--- src/rtl/core/tcc_pkg.sv ---
// Shared types and constants for the timer counter channel.
// Holds the item, result and configuration structs, the register map and
// the prescaler table. No dependencies.
package tcc_pkg;

  // Counter width in bits (8 to 32).
  localparam int COUNTER_WIDTH = 32;

  // Bus data, event flag, prescaler and configuration address widths.
  localparam int DATA_W     = 32;
  localparam int FLAG_W     = 4;
  localparam int PRESCALE_W = 7;
  localparam int CFG_ADDR_W = 3;

  // Item action codes; code 3 means nothing.
  typedef enum logic [1:0] {
    ACT_READ  = 2'd0,
    ACT_WRITE = 2'd1,
    ACT_TICK  = 2'd2
  } action_t;

  // Register map of the channel.
  localparam logic [3:0] REG_CTRL    = 4'd0;
  localparam logic [3:0] REG_MODE    = 4'd1;
  localparam logic [3:0] REG_MOTOR   = 4'd2;
  localparam logic [3:0] REG_VALUE   = 4'd3;
  localparam logic [3:0] REG_CMP_A   = 4'd4;
  localparam logic [3:0] REG_CMP_B   = 4'd5;
  localparam logic [3:0] REG_CMP_C   = 4'd6;
  localparam logic [3:0] REG_STATUS  = 4'd7;
  localparam logic [3:0] REG_IRQ_EN  = 4'd8;
  localparam logic [3:0] REG_IRQ_DIS = 4'd9;
  localparam logic [3:0] REG_MASK    = 4'd10;

  // Configuration register index.
  localparam logic CFG_WRITE_PROTECT = 1'b0;

  // Control and mode word bit positions.
  localparam int CTRL_CLKEN_BIT  = 0;
  localparam int CTRL_CLKDIS_BIT = 1;
  localparam int CTRL_SWTRG_BIT  = 2;
  localparam int MODE_WAVE_BIT   = 15;
  localparam int MOTOR_DOWN_BIT  = 1;
  localparam logic [2:0] CLKSEL_SLOW = 3'd4;

  // Event flag positions.
  localparam int EV_OVF = 0;
  localparam int EV_CPA = 1;
  localparam int EV_CPB = 2;
  localparam int EV_CPC = 3;

  // Master clock divisors and the prescaler value at which the counter steps.
  localparam int DIV_2   = 2;
  localparam int DIV_8   = 8;
  localparam int DIV_32  = 32;
  localparam int DIV_128 = 128;
  localparam logic [PRESCALE_W-1:0] PRESCALE_LAST [4] = '{
    PRESCALE_W'(DIV_2 - 1), PRESCALE_W'(DIV_8 - 1),
    PRESCALE_W'(DIV_32 - 1), PRESCALE_W'(DIV_128 - 1)
  };

  typedef struct packed {
    logic [1:0]        action;
    logic [3:0]        reg_index;
    logic [DATA_W-1:0] write_data;
    logic              slow_tick;
  } item_t;

  typedef struct packed {
    logic [DATA_W-1:0] read_data;
    logic              access_error;
    logic [FLAG_W-1:0] irq_events;
  } result_t;

  typedef struct packed {
    logic write_protect;
  } cfg_t;

endpackage

--- src/rtl/core/tcc_if.sv ---
// Valid/ready channel interfaces for the timer counter channel.
// Depends on tcc_pkg for the payload widths.
interface tcc_in_if;
  import tcc_pkg::*;

  logic              valid;
  logic              ready;
  logic [1:0]        action;
  logic [3:0]        reg_index;
  logic [DATA_W-1:0] write_data;
  logic              slow_tick;

  modport source (output valid, action, reg_index, write_data, slow_tick, input ready);
  modport sink (input valid, action, reg_index, write_data, slow_tick, output ready);
endinterface

interface tcc_out_if;
  import tcc_pkg::*;

  logic              valid;
  logic              ready;
  logic [DATA_W-1:0] read_data;
  logic              access_error;
  logic [FLAG_W-1:0] irq_events;

  modport source (output valid, read_data, access_error, irq_events, input ready);
  modport sink (input valid, read_data, access_error, irq_events, output ready);
endinterface

--- src/rtl/core/tcc_cfg.sv ---
// APB-style configuration port holding the write protect register.
// Depends on tcc_pkg.
module tcc_cfg (
  input  logic                           clk,
  input  logic                           rst,
  input  logic                           psel,
  input  logic                           penable,
  input  logic                           pwrite,
  input  logic [tcc_pkg::CFG_ADDR_W-1:0] paddr,
  input  logic [tcc_pkg::DATA_W-1:0]     pwdata,
  output logic [tcc_pkg::DATA_W-1:0]     prdata,
  output logic                           pready,
  output tcc_pkg::cfg_t                  cfg
);
  import tcc_pkg::*;

  logic write_protect;
  logic reg_sel;

  // Word index of the access; alignment bits are ignored.
  assign reg_sel = paddr[CFG_ADDR_W-1];
  assign pready  = 1'b1;

  // The register is written in the access phase of a write.
  always_ff @(posedge clk) begin
    if (rst) begin
      write_protect <= 1'b0;
    end else if (psel && penable && pwrite && reg_sel == CFG_WRITE_PROTECT) begin
      write_protect <= pwdata[0];
    end
  end

  // Read back; addresses beyond the register read as zero.
  always_comb begin
    prdata = '0;
    if (reg_sel == CFG_WRITE_PROTECT) begin
      prdata[0] = write_protect;
    end
  end

  assign cfg.write_protect = write_protect;

endmodule

--- src/rtl/core/tcc_core.sv ---
// Channel state and the combinational evaluation of one item.
// Computes the result and next state from the current state; state is
// updated when the item is fired into the result register. Depends on tcc_pkg.
module tcc_core (
  input  logic              clk,
  input  logic              rst,
  input  tcc_pkg::cfg_t     cfg,
  input  tcc_pkg::item_t    item,
  input  logic              fire,
  output tcc_pkg::result_t  result
);
  import tcc_pkg::*;

  localparam logic [COUNTER_WIDTH-1:0] CNT_ONE = COUNTER_WIDTH'(1);

  logic [COUNTER_WIDTH-1:0] count_value, count_value_next;
  logic [DATA_W-1:0]        compare_a, compare_a_next;
  logic [DATA_W-1:0]        compare_b, compare_b_next;
  logic [DATA_W-1:0]        compare_c, compare_c_next;
  logic [DATA_W-1:0]        mode_word, mode_word_next;
  logic                     count_down, count_down_next;
  logic                     clock_active, clock_active_next;
  logic [FLAG_W-1:0]        pending_flags, pending_flags_next;
  logic [FLAG_W-1:0]        enable_mask, enable_mask_next;
  logic [PRESCALE_W-1:0]    prescale_count, prescale_count_next;

  logic [COUNTER_WIDTH-1:0] step_value;
  logic [FLAG_W-1:0]        step_raw;
  logic [FLAG_W-1:0]        step_events;
  logic [2:0]               clk_sel;
  logic                     wave;
  logic                     do_step;

  // One counter step, with its wrap and compare events.
  always_comb begin
    step_value       = count_down ? count_value - CNT_ONE : count_value + CNT_ONE;
    step_raw         = '0;
    step_raw[EV_OVF] = count_down ? (count_value == '0) : (count_value == '1);
    step_raw[EV_CPA] = (DATA_W'(step_value) == compare_a);
    step_raw[EV_CPB] = (DATA_W'(step_value) == compare_b);
    step_raw[EV_CPC] = (DATA_W'(step_value) == compare_c);
    step_events      = step_raw & enable_mask;
  end

  assign clk_sel = mode_word[2:0];
  assign wave    = mode_word[MODE_WAVE_BIT];

  // Item evaluation: result and next state.
  always_comb begin
    count_value_next    = count_value;
    compare_a_next      = compare_a;
    compare_b_next      = compare_b;
    compare_c_next      = compare_c;
    mode_word_next      = mode_word;
    count_down_next     = count_down;
    clock_active_next   = clock_active;
    pending_flags_next  = pending_flags;
    enable_mask_next    = enable_mask;
    prescale_count_next = prescale_count;
    result              = '0;
    do_step             = 1'b0;

    unique case (item.action)
      ACT_READ: begin
        unique case (item.reg_index)
          REG_MODE:  result.read_data = mode_word;
          REG_MOTOR: result.read_data[MOTOR_DOWN_BIT] = count_down;
          REG_VALUE: result.read_data = DATA_W'(count_value);
          REG_CMP_A: result.read_data = compare_a;
          REG_CMP_B: result.read_data = compare_b;
          REG_CMP_C: result.read_data = compare_c;
          REG_STATUS: begin
            result.read_data[FLAG_W-1:0] = pending_flags & enable_mask;
            pending_flags_next = '0;
          end
          REG_MASK:  result.read_data[FLAG_W-1:0] = enable_mask;
          default:   result.access_error = 1'b1;
        endcase
      end
      ACT_WRITE: begin
        unique case (item.reg_index)
          REG_CTRL: begin
            // Software trigger wins, then disable over enable.
            priority if (item.write_data[CTRL_SWTRG_BIT]) begin
              clock_active_next   = 1'b1;
              count_value_next    = '0;
              prescale_count_next = '0;
            end else if (item.write_data[CTRL_CLKDIS_BIT]) begin
              clock_active_next   = 1'b0;
              prescale_count_next = '0;
            end else if (item.write_data[CTRL_CLKEN_BIT]) begin
              clock_active_next   = 1'b1;
              prescale_count_next = '0;
            end else begin
              // No control bit set: the clock and prescaler are left alone.
            end
          end
          REG_MODE: begin
            if (cfg.write_protect) result.access_error = 1'b1;
            else mode_word_next = item.write_data;
          end
          REG_MOTOR: begin
            if (cfg.write_protect) result.access_error = 1'b1;
            else count_down_next = item.write_data[MOTOR_DOWN_BIT];
          end
          REG_CMP_A: begin
            if (cfg.write_protect || !wave) result.access_error = 1'b1;
            else compare_a_next = item.write_data;
          end
          REG_CMP_B: begin
            if (cfg.write_protect || !wave) result.access_error = 1'b1;
            else compare_b_next = item.write_data;
          end
          REG_CMP_C: begin
            if (cfg.write_protect) result.access_error = 1'b1;
            else compare_c_next = item.write_data;
          end
          REG_IRQ_EN:  enable_mask_next = enable_mask | item.write_data[FLAG_W-1:0];
          REG_IRQ_DIS: enable_mask_next = enable_mask & ~item.write_data[FLAG_W-1:0];
          default:     result.access_error = 1'b1;
        endcase
      end
      ACT_TICK: begin
        // Master clock through the prescaler, or the slow clock; others are off.
        if (clock_active) begin
          if (clk_sel < CLKSEL_SLOW) begin
            if (prescale_count >= PRESCALE_LAST[clk_sel[1:0]]) begin
              prescale_count_next = '0;
              do_step = 1'b1;
            end else begin
              prescale_count_next = prescale_count + PRESCALE_W'(1);
            end
          end else if (clk_sel == CLKSEL_SLOW && item.slow_tick) begin
            do_step = 1'b1;
          end
        end
        if (do_step) begin
          count_value_next   = step_value;
          pending_flags_next = pending_flags | step_events;
          result.irq_events  = step_events;
        end
      end
      default: begin
        // Unused action code: no effect.
      end
    endcase
  end

  // State update on each fired item.
  always_ff @(posedge clk) begin
    if (rst) begin
      count_value    <= '0;
      compare_a      <= '0;
      compare_b      <= '0;
      compare_c      <= '0;
      mode_word      <= '0;
      count_down     <= 1'b0;
      clock_active   <= 1'b0;
      pending_flags  <= '0;
      enable_mask    <= '0;
      prescale_count <= '0;
    end else if (fire) begin
      count_value    <= count_value_next;
      compare_a      <= compare_a_next;
      compare_b      <= compare_b_next;
      compare_c      <= compare_c_next;
      mode_word      <= mode_word_next;
      count_down     <= count_down_next;
      clock_active   <= clock_active_next;
      pending_flags  <= pending_flags_next;
      enable_mask    <= enable_mask_next;
      prescale_count <= prescale_count_next;
    end
  end

endmodule

--- src/rtl/core/timer_counter_channel.sv ---
// Timer counter channel: top level with input and result registers.
// Depends on tcc_pkg, tcc_if, tcc_cfg and tcc_core.
//
// Items (bus read, bus write or one master clock tick) arrive on in_chan,
// results (read data, access error, raised event flags) leave on out_chan;
// both are valid/ready channels and each transfer is one item.
// Every item gives exactly one result, in order. An item is held in the
// input register, evaluated against the channel state and written to the
// result register, from which its result is offered on out_chan. One item
// is accepted every cycle while out_chan does not stall, as a single
// evaluation path lies between the input and result registers.
// When out_chan stalls, the result register holds and one more item waits
// in the input register; in_chan.ready then drops until the result moves.
// The write protect register sits behind the APB port at address 0; the user
// writes it only while no item is in flight, which the block does not enforce.
// Reset (rst, synchronous) empties both registers and returns all channel
// state to zero: counter stopped, counting up, no flags enabled.
module timer_counter_channel (
  input  logic                           clk,
  input  logic                           rst,
  tcc_in_if.sink                         in_chan,
  tcc_out_if.source                      out_chan,
  input  logic                           psel,
  input  logic                           penable,
  input  logic                           pwrite,
  input  logic [tcc_pkg::CFG_ADDR_W-1:0] paddr,
  input  logic [tcc_pkg::DATA_W-1:0]     pwdata,
  output logic [tcc_pkg::DATA_W-1:0]     prdata,
  output logic                           pready
);
  import tcc_pkg::*;

  cfg_t    cfg;
  item_t   s1_item;
  logic    s1_valid;
  result_t core_result;
  result_t out_result;
  logic    out_valid;
  logic    out_free;
  logic    fire;

  tcc_cfg u_cfg (
    .clk     (clk),
    .rst     (rst),
    .psel    (psel),
    .penable (penable),
    .pwrite  (pwrite),
    .paddr   (paddr),
    .pwdata  (pwdata),
    .prdata  (prdata),
    .pready  (pready),
    .cfg     (cfg)
  );

  tcc_core u_core (
    .clk    (clk),
    .rst    (rst),
    .cfg    (cfg),
    .item   (s1_item),
    .fire   (fire),
    .result (core_result)
  );

  // Flow control between the two registers.
  assign out_free      = !out_valid || out_chan.ready;
  assign fire          = s1_valid && out_free;
  assign in_chan.ready = !s1_valid || out_free;

  // Input register.
  always_ff @(posedge clk) begin
    if (rst) begin
      s1_valid <= 1'b0;
    end else if (in_chan.ready) begin
      s1_valid <= in_chan.valid;
    end
  end

  always_ff @(posedge clk) begin
    if (in_chan.valid && in_chan.ready) begin
      s1_item <= '{action:     in_chan.action,
                   reg_index:  in_chan.reg_index,
                   write_data: in_chan.write_data,
                   slow_tick:  in_chan.slow_tick};
    end
  end

  // Result register.
  always_ff @(posedge clk) begin
    if (rst) begin
      out_valid <= 1'b0;
    end else if (out_free) begin
      out_valid <= s1_valid;
    end
  end

  always_ff @(posedge clk) begin
    if (fire) begin
      out_result <= core_result;
    end
  end

  assign out_chan.valid        = out_valid;
  assign out_chan.read_data    = out_result.read_data;
  assign out_chan.access_error = out_result.access_error;
  assign out_chan.irq_events   = out_result.irq_events;

`ifndef ASSERT_OFF
  // A waiting item is not dropped while the result side stalls.
  a_hold_item: assert property (@(posedge clk) disable iff (rst)
    (s1_valid && out_valid && !out_chan.ready) |=> s1_valid)
    else $error("item lost while result stalled");

  // Only tick items can raise event flags.
  a_events_from_tick: assert property (@(posedge clk) disable iff (rst)
    (fire && s1_item.action != ACT_TICK) |=> (out_chan.irq_events == '0))
    else $error("event flags raised by a register access");

  // A refused access returns no data.
  a_error_no_data: assert property (@(posedge clk) disable iff (rst)
    (out_valid && out_chan.access_error) |-> (out_chan.read_data == '0))
    else $error("read data on a refused access");
`endif

endmodule

--- src/flat_wrapper.sv ---
// flat-port wrapper written by rule: the top's interface ports become plain ports
module timer_counter_channel_flat import tcc_pkg::*;
  (clk, rst, psel, penable, pwrite, paddr, pwdata, prdata, pready, in_chan_valid, in_chan_action, in_chan_reg_index, in_chan_write_data, in_chan_slow_tick, in_chan_ready, out_chan_valid, out_chan_read_data, out_chan_access_error, out_chan_irq_events, out_chan_ready);
  tcc_in_if in_chan_i ();
  tcc_out_if out_chan_i ();
  input  logic clk;
  input  logic rst;
  input  logic psel;
  input  logic penable;
  input  logic pwrite;
  input  logic [tcc_pkg::CFG_ADDR_W-1:0] paddr;
  input  logic [tcc_pkg::DATA_W-1:0] pwdata;
  output logic [tcc_pkg::DATA_W-1:0] prdata;
  output logic pready;
  input wire logic [$bits(in_chan_i.valid)-1:0] in_chan_valid;
  input wire logic [$bits(in_chan_i.action)-1:0] in_chan_action;
  input wire logic [$bits(in_chan_i.reg_index)-1:0] in_chan_reg_index;
  input wire logic [$bits(in_chan_i.write_data)-1:0] in_chan_write_data;
  input wire logic [$bits(in_chan_i.slow_tick)-1:0] in_chan_slow_tick;
  output wire logic [$bits(in_chan_i.ready)-1:0] in_chan_ready;
  output wire logic [$bits(out_chan_i.valid)-1:0] out_chan_valid;
  output wire logic [$bits(out_chan_i.read_data)-1:0] out_chan_read_data;
  output wire logic [$bits(out_chan_i.access_error)-1:0] out_chan_access_error;
  output wire logic [$bits(out_chan_i.irq_events)-1:0] out_chan_irq_events;
  input wire logic [$bits(out_chan_i.ready)-1:0] out_chan_ready;
  assign in_chan_i.valid = in_chan_valid;
  assign in_chan_i.action = in_chan_action;
  assign in_chan_i.reg_index = in_chan_reg_index;
  assign in_chan_i.write_data = in_chan_write_data;
  assign in_chan_i.slow_tick = in_chan_slow_tick;
  assign in_chan_ready = in_chan_i.ready;
  assign out_chan_valid = out_chan_i.valid;
  assign out_chan_read_data = out_chan_i.read_data;
  assign out_chan_access_error = out_chan_i.access_error;
  assign out_chan_irq_events = out_chan_i.irq_events;
  assign out_chan_i.ready = out_chan_ready;
  timer_counter_channel u_core (.clk(clk), .rst(rst), .in_chan(in_chan_i), .out_chan(out_chan_i), .psel(psel), .penable(penable), .pwrite(pwrite), .paddr(paddr), .pwdata(pwdata), .prdata(prdata), .pready(pready));
endmodule
--- config.mk ---
export PLATFORM = sky130hd
export DESIGN_NAME = timer_counter_channel_flat
export DESIGN_NICKNAME = d
export VERILOG_FILES = /design/src/rtl/core/tcc_pkg.sv /design/src/rtl/core/tcc_if.sv /design/src/rtl/core/tcc_cfg.sv /design/src/rtl/core/tcc_core.sv /design/src/rtl/core/timer_counter_channel.sv /design/src/flat_wrapper.sv
export SDC_FILE = /design/constraint.sdc
export NUM_CORES = 1
export LEC_CHECK = 0
export BUFFER_PORTS_ARGS = -buffer_cell sky130_fd_sc_hd__buf_2
export CAP_MARGIN = 20
export CELL_PAD_IN_SITES_DETAIL_PLACEMENT = 0
export CELL_PAD_IN_SITES_GLOBAL_PLACEMENT = 1
export CORE_MARGIN = 2
export CORE_UTILIZATION = 47
export CTS_BUF_LIST = sky130_fd_sc_hd__clkbuf_8
export DETAILED_ROUTE_END_ITERATION = 8
export PLACE_DENSITY_LB_ADDON = 0.15
export SYNTH_ARGS = -nofsm -noshare
export SYNTH_HDL_FRONTEND = slang
export SYNTH_SLANG_ARGS = --single-unit
--- constraint.sdc ---
create_clock -name clk -period 5.1 [get_ports clk]
set_input_delay 0.765 -clock clk [delete_from_list [all_inputs] [get_ports clk]]
set_output_delay 0.765 -clock clk [all_outputs]
set_load 0.005 [all_outputs]
==> parameters.txt <==
Parameter                              Value

Die
  Area enclosed by the die boundary ... 0.0341 sq mm
  Chip width ... 185 um
  Ports placed on the boundary ... 153
  Die height ... 185 um
  Core Footprint ... 0.0323 sq mm
  Initial Utilization ... 47.5%
  Number of placement rows ... 66

Detailed routing
  Iteration count of the initial detailed-routing pass ... 8
  Violation count after the first detailed-route iteration ... 1636
  Routed via count divided by cell count ... 6.23
  Vias after detailed routing ... 14.8k
  Post-route ant nets ... 0
  Post-route DRC violation count ... 0
  Final routed wirelength across all metal layers ... 56000 um
  Routed len/inst ... 23.5 um

Yosys
  Cell variety after synth ... 94
  Number of flops mapped to enable cells by yosys ... 76
  Number of warnings reported in the yosys synthesis log ... 0
  Post-synthesis async set-or-reset flop share ... 0%
  Synth Flop Type ... dfxtp_1
  Top cells by area, synth ... dfxtp_1 24%, edfxtp_1 15%, nand2_1 8.4%, a21oi_1 7.3%, ha_1 3.3%
  Post-synthesis register bit count ... 256
  Fraction of synthesized cell area taken by the top area cell type ... 23.5%
  Mean post-synth cell area ... 8.35 sq um
  Cell area after technology mapping ... 0.0153 sq mm
  Most numerous cell in the Yosys netlist ... nand2_1
  Most frequent cells after synthesis ... 343 x nand2_1, 223 x a21oi_1, 180 x dfxtp_1
  Instance count of the mapped netlist ... 1834
  Sequential-to-total area share from yosys stat ... 38.4%
  Most area-hungry cell type in the Yosys netlist ... dfxtp_1

Timing
  Max frequency ... 214 MHz
  Final Max Slew Viols ... 0
  Setup violation total in the final timing report ... 0
  Worst slew margin relative to its limit ... 36.0%
  Post-route clock skew ... 0.0353 ns
  Unrepaired setup endpoints after global routing ... false
  Slew of the pin with the lowest slew margin ... 0.961 ns
  Time the final worst path needs with I/O delays and setup ... 4.67 ns
  Sum of negative setup slack ... 0 ns
  Share of the clock period used by the worst path ... 91.6%
  Final setup slack of the worst path ... 0.429 ns
  Hold violation total from the final report ... 0

Flow run
  Number of max-cap violations ... 0

CTS
  Clock-pin slew reported for the worst setup and hold paths after clock tree synthesis ... 0.07 ns
  Maximum count of clock buffers along a single path ... 3
  Root Buffer Master ... clkbuf_8
  Insertion delay of the later-clocked pin in the worst-skew pair ... 0.60 ns
  Number of clock sinks seen by CTS ... 256
  CTS tree ... built
  Number of buffers created by CTS ... 44
  Hold bufs inserted after CTS ... 0
  Total setup buffers inserted after CTS ... 0
  H-tree depth reported by CTS ... 2
  Resize count post-CTS ... 0

GRT
  Gr usage total ... 32.8%
  M3 GR Usage ... 6.92%
  Overflow left after global routing ... 0
  Most used routing layer ... met2
  Largest net degree at the start of global routing ... 95
  Met1 track utilization from global routing ... 46.1%
  Met2 track demand over resource ... 48.7%
  Antenna violations before repair ... 0
  Vias in the first global route ... 13.8k
  First-pass GRT wire length ... 83600 um

Power
  Worst vdd rail ir drop ... 0.260 mV
  PD cells ... 249 mW/mm^2
  Pwr Total ... 0.00425 W
  Leakage power of the design ... 6.20 nW

Placed design
  Pre-CTS setup slack ... 0.587 ns
  Placed cells ... 2300
  HPWL after detailed placement ... 42100 um
  Final RePlAce weighted congestion ... 1.03
  Count of port buffers added during placement ... 87

Hold path
  Hold path startpoint ... in_chan_reg_index[3]
  Hold Crit Class ... input pin to register

Finish
  Area delta synth->final ... 11.6%
  Diodes inserted ... 0
  Fraction of layout instances using a drive strength above 1 ... 12.8%
  Fin cells ... 2382
  Final net count ... 2027

Worst setup path
  Reg2Reg Launch Point ... u_core.u_core.count_value[0]
  Crit end category ... register
  Required arrival time at the worst endpoint ... 5.54 ns
  Cell-by-cell listing of the critical path ... inv_1, fa_1, nand2b_1, a2111oi_2, nor2_4, o21ba_2, o21a_2, xnor3_1, or4_1, nor4_1, buf_4, and4_1
  Delay of the slowest cell on the worst path ... 0.64 ns
  Data arrival, critical path ... 5.11 ns
  WS Path Type ... register to register
  Critical Path Slowest Stage Cell ... a2111oi_2
  Maximum fanout encountered on the critical timing path ... 8
  Startpoint Class ... register
  Crit path launch ... u_core.u_core.count_value[0]

Run status
  Status ... finished clean
-- metal layers --
layer  share of wire [%]  wire length, um  up-vias
li1                    -                -     6819
met1                  43            24200     7133
met2                  42            23800      759
met3                 9.9             5570      128
met4                 4.4             2440        0
met5                   0                0        -
-- placed cells by master, fill, tap and decap left out, drive strengths merged, types with 10 or more instances in the layout --
master / Yosys / routed
nand4: 34 / 34
xnor2: 56 / 56
and3: 15 / 15
nor3: 38 / 38
ha: 40 / 40
buf: 56 / 139
nand3: 47 / 47
and2: 11 / 11
nand4b: 10 / 10
or4: 10 / 10
clkinv: 0 / 12
xor2: 44 / 44
a21oi: 228 / 228
nand2b: 12 / 12
o211ai: 13 / 13
edfxtp: 76 / 76
conb: 2 / 32
inv: 22 / 37
a31oi: 11 / 11
nor2b: 13 / 13
clkbuf: 89 / 51
xnor3: 13 / 13
o21ai: 55 / 55
a22oi: 63 / 63
nand2: 343 / 343
a222oi: 31 / 31
nor4: 26 / 26
dfxtp: 180 / 180
nor2: 131 / 131
-- registers in the layout, summed over array words and instances, names as in the netlist, 4 cells and up, named ones only --
name,count
u_core.u_core.prescale_count,7
u_core.u_core.count_value,32
u_core.out_chan.read_data,32
u_core.u_core.pending_flags,4
u_core.u_core.mode_word,32
u_core.u_core.compare_b,32
u_core.u_core.compare_c,32
u_core.out_chan.irq_events,4
u_core.u_core.compare_a,32
u_core.s1_item,39
-- where the power goes --
part | leakage [nW] | total, W | internal (W) | switching (W)
sequential | 2.17 | 0.00217 | 0.00213 | 0.0000353
clock | 0.522 | 0.00194 | 0.00106 | 0.000879
combinational | 3.50 | 0.000149 | 0.0000427 | 0.000106
-- worst paths after layout --
| path | end | slack, ns | cells after the start |
|---|---|---|---|
| setup / recovery | u_core.out_chan.irq_events[2] | 0.43 | 12 |
| hold / removal | u_core.s1_item[36] | 0.36 | 1 |
| setup reg to reg | u_core.out_chan.irq_events[2] | 0.43 | 12 |
| hold reg to reg | u_core.u_core.mode_word[30] | 0.45 | 2 |
-- critical path: cells and delay by family (launching register included) --
family | cells | cell delay [ns]
AO/OA/AOI/OAI | 3 | 1.28
XOR/XNOR | 1 | 0.26
adder cells (fa/ha/maj) | 1 | 0.56
buffers and inverters | 2 | 0.36
flip-flops | 1 | 0.56
AND/OR/NAND/NOR | 5 | 1.49
-- kinds of logic after synthesis --
logic type | synth area share [%]
xor+xnor | 8.09
other cells | 0.0490
simple gates | 21.9
flops | 38.4
buf+inv | 5.11
compound gates | 22.2
fa+ha+maj | 3.40
mux | 0.882
-- final cells by class --
class | instances | area [sq um]
fill | 3146 | 15200
multi-input combinational | 1441 | 8800
sequential | 256 | 5890
timing repair buffer | 140 | 875
clock buffer | 50 | 688
tap | 442 | 553
clock inverter | 31 | 225
inverter | 22 | 82.6
-- per-stage QoR --
stage                     utilization (%)  cell area (sq um)  hold slack, ns
after floorplan                         -              15400           0.423
after global routing                 53.0              17100           0.336
after detailed placement             50.1              16200           0.448
after global placement               50.1              16200           0.443
final                                53.0              17100           0.360
after CTS                            53.0              17100           0.320
Power figures use the tool's default switching activity.
